<file path="config.mk">
export PLATFORM = sky130hd
export DESIGN_NAME = smpq_frame_stack
export DESIGN_NICKNAME = d
export VERILOG_FILES = /design/src/rtl/stacked_max_priority_queue_assert.svh /design/src/rtl/smpq_pkg.sv /design/src/rtl/smpq_frame_stack.sv
export SDC_FILE = /design/constraint.sdc
export NUM_CORES = 1
export LEC_CHECK = 0
export BUFFER_PORTS_ARGS = -buffer_cell sky130_fd_sc_hd__buf_2
export CELL_PAD_IN_SITES_DETAIL_PLACEMENT = 0
export CELL_PAD_IN_SITES_GLOBAL_PLACEMENT = 1
export CORE_MARGIN = 5
export CORE_UTILIZATION = 45
export CTS_CLUSTER_DIAMETER = 150
export CTS_CLUSTER_SIZE = 12
export DETAILED_ROUTE_END_ITERATION = 12
export PLACE_DENSITY_LB_ADDON = 0.1
export SETUP_SLACK_MARGIN = 0.5
export SYNTH_ARGS = -nofsm -noshare
export SYNTH_HDL_FRONTEND = slang
export SYNTH_SLANG_ARGS = --single-unit
</file>
<file path="constraint.sdc">
create_clock -name clock -period 5.4 [get_ports clock]
set_input_delay 0.81 -clock clock [delete_from_list [all_inputs] [get_ports clock]]
set_output_delay 0.81 -clock clock [all_outputs]
set_load 0.005 [all_outputs]
</file>
<file path="src/rtl/stacked_max_priority_queue_assert.svh">
`ifndef STACKED_MAX_PRIORITY_QUEUE_ASSERT_SVH
`define STACKED_MAX_PRIORITY_QUEUE_ASSERT_SVH

// Invariant that must hold at every clock edge outside reset
`define SMPQ_ALWAYS(label, prop, msg) \
   label: assert property (@(posedge clock) disable iff (reset) (prop)) \
      else $error(msg);

// Same-cycle implication
`define SMPQ_IMPLY(label, pre, post, msg) \
   label: assert property (@(posedge clock) disable iff (reset) (pre) |-> (post)) \
      else $error(msg);

// Next-cycle implication
`define SMPQ_NEXT(label, pre, post, msg) \
   label: assert property (@(posedge clock) disable iff (reset) (pre) |=> (post)) \
      else $error(msg);

`endif

</file>
<file path="src/rtl/smpq_pkg.sv">
package smpq_pkg;

   // command codes carried in req_tuser
   typedef enum logic [2:0] {
      CMD_PUSH = 3'd0,
      CMD_POP  = 3'd1,
      CMD_ENQ  = 3'd2,
      CMD_DEQ  = 3'd3,
      CMD_SET  = 3'd4
   } cmd_type;

   // status codes carried in rsp_tuser
   typedef enum logic [2:0] {
      STAT_OK          = 3'd0,
      STAT_STACK_FULL  = 3'd1,
      STAT_STACK_EMPTY = 3'd2,
      STAT_QUEUE_FULL  = 3'd3,
      STAT_QUEUE_EMPTY = 3'd4
   } status_type;

   typedef enum logic [1:0] {
      ST_IDLE,
      ST_EXEC,
      ST_SCAN,
      ST_FIX
   } state_type;

   // one queue entry
   typedef struct packed {
      logic [15:0]        move;
      logic signed [31:0] score;
   } entry_type;

   // preferred move with its valid flag in the top bit
   typedef struct packed {
      logic        valid;
      logic [15:0] move;
   } pref_type;

   // starting best score of a scan
   localparam logic signed [31:0] SCORE_FLOOR = 32'sh8000_0001;

endpackage

</file>
<file path="src/rtl/smpq_frame_stack.sv">
module smpq_frame_stack
   import smpq_pkg::*;
#(
   parameter int STACK_DEPTH = 64,
   parameter int ADDR_W      = 6,
   parameter int START_W     = 9
) (
   input  logic               clock,
   input  logic               wr_en,
   input  logic [ADDR_W-1:0]  wr_addr,
   input  logic [START_W-1:0] wr_start,
   input  pref_type           wr_pref,
   input  logic [ADDR_W-1:0]  rd_addr,
   output logic [START_W-1:0] rd_start,
   output pref_type           rd_pref
);

   logic [START_W-1:0] start_mem [STACK_DEPTH];
   pref_type           pref_mem  [STACK_DEPTH];
   logic [START_W-1:0] rd_start_ff;
   pref_type           rd_pref_ff;

   // save one frame
   always_ff @(posedge clock) begin
      if (wr_en) begin
         start_mem[wr_addr] <= wr_start;
         pref_mem[wr_addr]  <= wr_pref;
      end
   end

   // registered read of the level below the top
   always_ff @(posedge clock) begin
      rd_start_ff <= start_mem[rd_addr];
      rd_pref_ff  <= pref_mem[rd_addr];
   end

   assign rd_start = rd_start_ff;
   assign rd_pref  = rd_pref_ff;

endmodule

</file>
==> qor.yml <==
status: "complete, no violations"
synthCells: 2892
synth.area.top_cells: "edfxtp_1, mux4_2, mux2i_1"
drt-initial-drc-count: 3157
multi_input_area_um2: 13400
period_minus_slack_ps: 3130
yosys_warnings: 0
overflow: 0
grt_pass1_wl_mm: 245
drive_gt1_share_pct: 27.8
htreeDepth: 4
final_cell_mix: "edfxtp_1, mux4_2, mux2i_1"
fin_skew_ps: 28.7
synth-async-reset-ratio_pct: 0
startpoint_type: "input pin"
synth_ff_type: "edfxtp_1"
yosysUniqueCellTypes: 44
die_w_um: 389
via_count: 30700
place_congestion: 0.793
hold_class: "in -> reg"
yosys.area.top_type_share_pct: 77.4
leakage_nw: 22.7
layout.nets: 3137
cpPeakStageDelay_ps: 730
setup_ws_ps: 2270
critPathArrivalTime_ps: 3810
place_ws_ps: 1480
clock_latency_ps: 790
cts_hold_buffers: 0
setup_viol: 0
yosysTopAreaCell: "edfxtp_1"
syn_area_um2: 64600
clkTransAtPathRegs_ps: 60
routed_wirelength_mm: 174
crit_slowest_cell: "o221ai_1"
hold_viol: 0
path_class: "in -> reg"
path_cells: "buf_8, buf_12, mux4_2, o221ai_1, nor4_1, a31o_2"
rsz0062_at_grt: "no"
numCtsBuffers: 158
die_h_um: 389
ys_seq_area_share_pct: 78.2
synth-edff-count: 1664
min_period_over_period_pct: 58.0
ff_latch_area_um2: 50500
start_util_pct: 45.1
portBuffers: 65
first_global_vias: 31500
top_usage_layer: "met2"
use_met2_pct: 36.2
report.final.slew_viol_count: 0
via_per_inst: 6.05
cts_max_path_buffers: 3
tightest_slew_ps: 1290
antenna_found_initial: 6
fp-row-count: 139
io_pins: 66
cap_viol_max_count: 0
cts_resized: 0
max-slew-margin-rel_pct: 14.2
cts_setup_buffers: 0
die_area_um2: 151000
nFillCells: 11300
cp_max_fo: 73
syn_avg_cell_area_um2: 22.3
clock-sinks: 1690
cts_tree: "built"
drcViolationCount: 0
grtUsageTotal_pct: 23.0
hpwl_mm: 102
area_growth_pct: 12.0
met3_usage_pct: 4.44
layout_commonest_cell: "edfxtp_1"
synth-seq-cells: 1690
first_pass_iters: 5
ant_nets: 0
ir_worst_vdd_mv: 0.289
crit_path_end_kind: "register"
synthesis.nets: 2932
fp.coreArea_um2: 143000
p_per_area_nw_per_um2: 360
met1_usage_pct: 34.0
grt_start_max_net_pins: 74
routedWlPerCell_um: 34.2
root_buffer: "clkbuf_16"
fmax_mhz: 320
cp.required_ps: 6080
setup_tns_ps: 0
## per-stage QoR
stage	std cells	instance area (um2)	hold WS [ps]	utilization (%)	power (W)
2_1_floorplan	2892	64600	704	-	0.0156
3_3_place_gp	4840	67900	792	47.4	0.0162
3_5_place_dp	4840	67900	788	47.4	0.0163
4_1_cts	5078	72300	602	50.5	0.0263
5_1_grt	5078	72300	632	50.5	0.0269
6_report	5081	72300	672	50.5	0.0260
## final timing paths
check        slack (ps)     endpoint  cells past startpoint            from
max                2270   rd_pref[7]                      6      rd_addr[0]
min reg2reg         810   rd_pref[2]                      4  pref_mem[9][2]
min                 670  rd_start[6]                      3      rd_addr[3]
max reg2reg        3190   rd_pref[1]                      5  pref_mem[3][1]
## report_power, final
part           switching (W)  internal (W)
Sequential         0.0000642        0.0145
Combinational       0.000889      0.000479
Clock                0.00460       0.00549
Total                0.00556        0.0205
## logic make-up after synthesis
family,Yosys count,share of synthesized area [%]
DFF,1690,78.2
buffers and inverters,159,1.50
and+or+nand+nor,192,1.34
AOI/OAI and AO/OA,274,3.29
muxes,577,15.7
## flip-flops by register name, summed over array words and instances (netlist names)
name	count
rd_start	9
start_mem	576
rd_pref	17
pref_mem	1088
## cells in the mapped netlist (6+ instances only)
cell type,number
nor2b_1,9
a211oi_2,16
o22a_1,18
nand3b_1,6
nor3_1,9
a21oi_1,17
a22oi_1,29
a31o_2,9
nand3_1,10
o22ai_1,77
mux4_2,340
nand2_1,45
o221ai_1,9
a22o_1,32
o211ai_1,16
dfxtp_1,26
a21o_1,14
buf_4,36
clkbuf_1,50
nor4_1,9
nor2_1,86
buf_1,11
buf_6,17
buf_2,40
mux2_2,63
edfxtp_1,1664
mux2i_1,174
a311oi_2,10
o21ai_1,15
## cell type report
type                    instances  area share [%]
flip-flops and latches       1690            69.8
multi-input cells            1043            18.6
clock buffers                 226            5.94
well taps                    1903            3.29
repair buffers                204            2.14
clock inverters                12           0.225
diodes                          3          0.0104
## critical path, delay by kind of cell
kind	cells	cell delay [ps]
buf+inv	2	1110
mux	1	580
simple gates	1	130
compound gates	2	990
## layer usage
metal | vias up | routed length (um)
met5 | - | 0
met4 | 0 | 2880
met3 | 181 | 12200
met2 | 1110 | 82400
met1 | 16800 | 76300
li1 | 12600 | -
(Power assumes the default switching activity.)
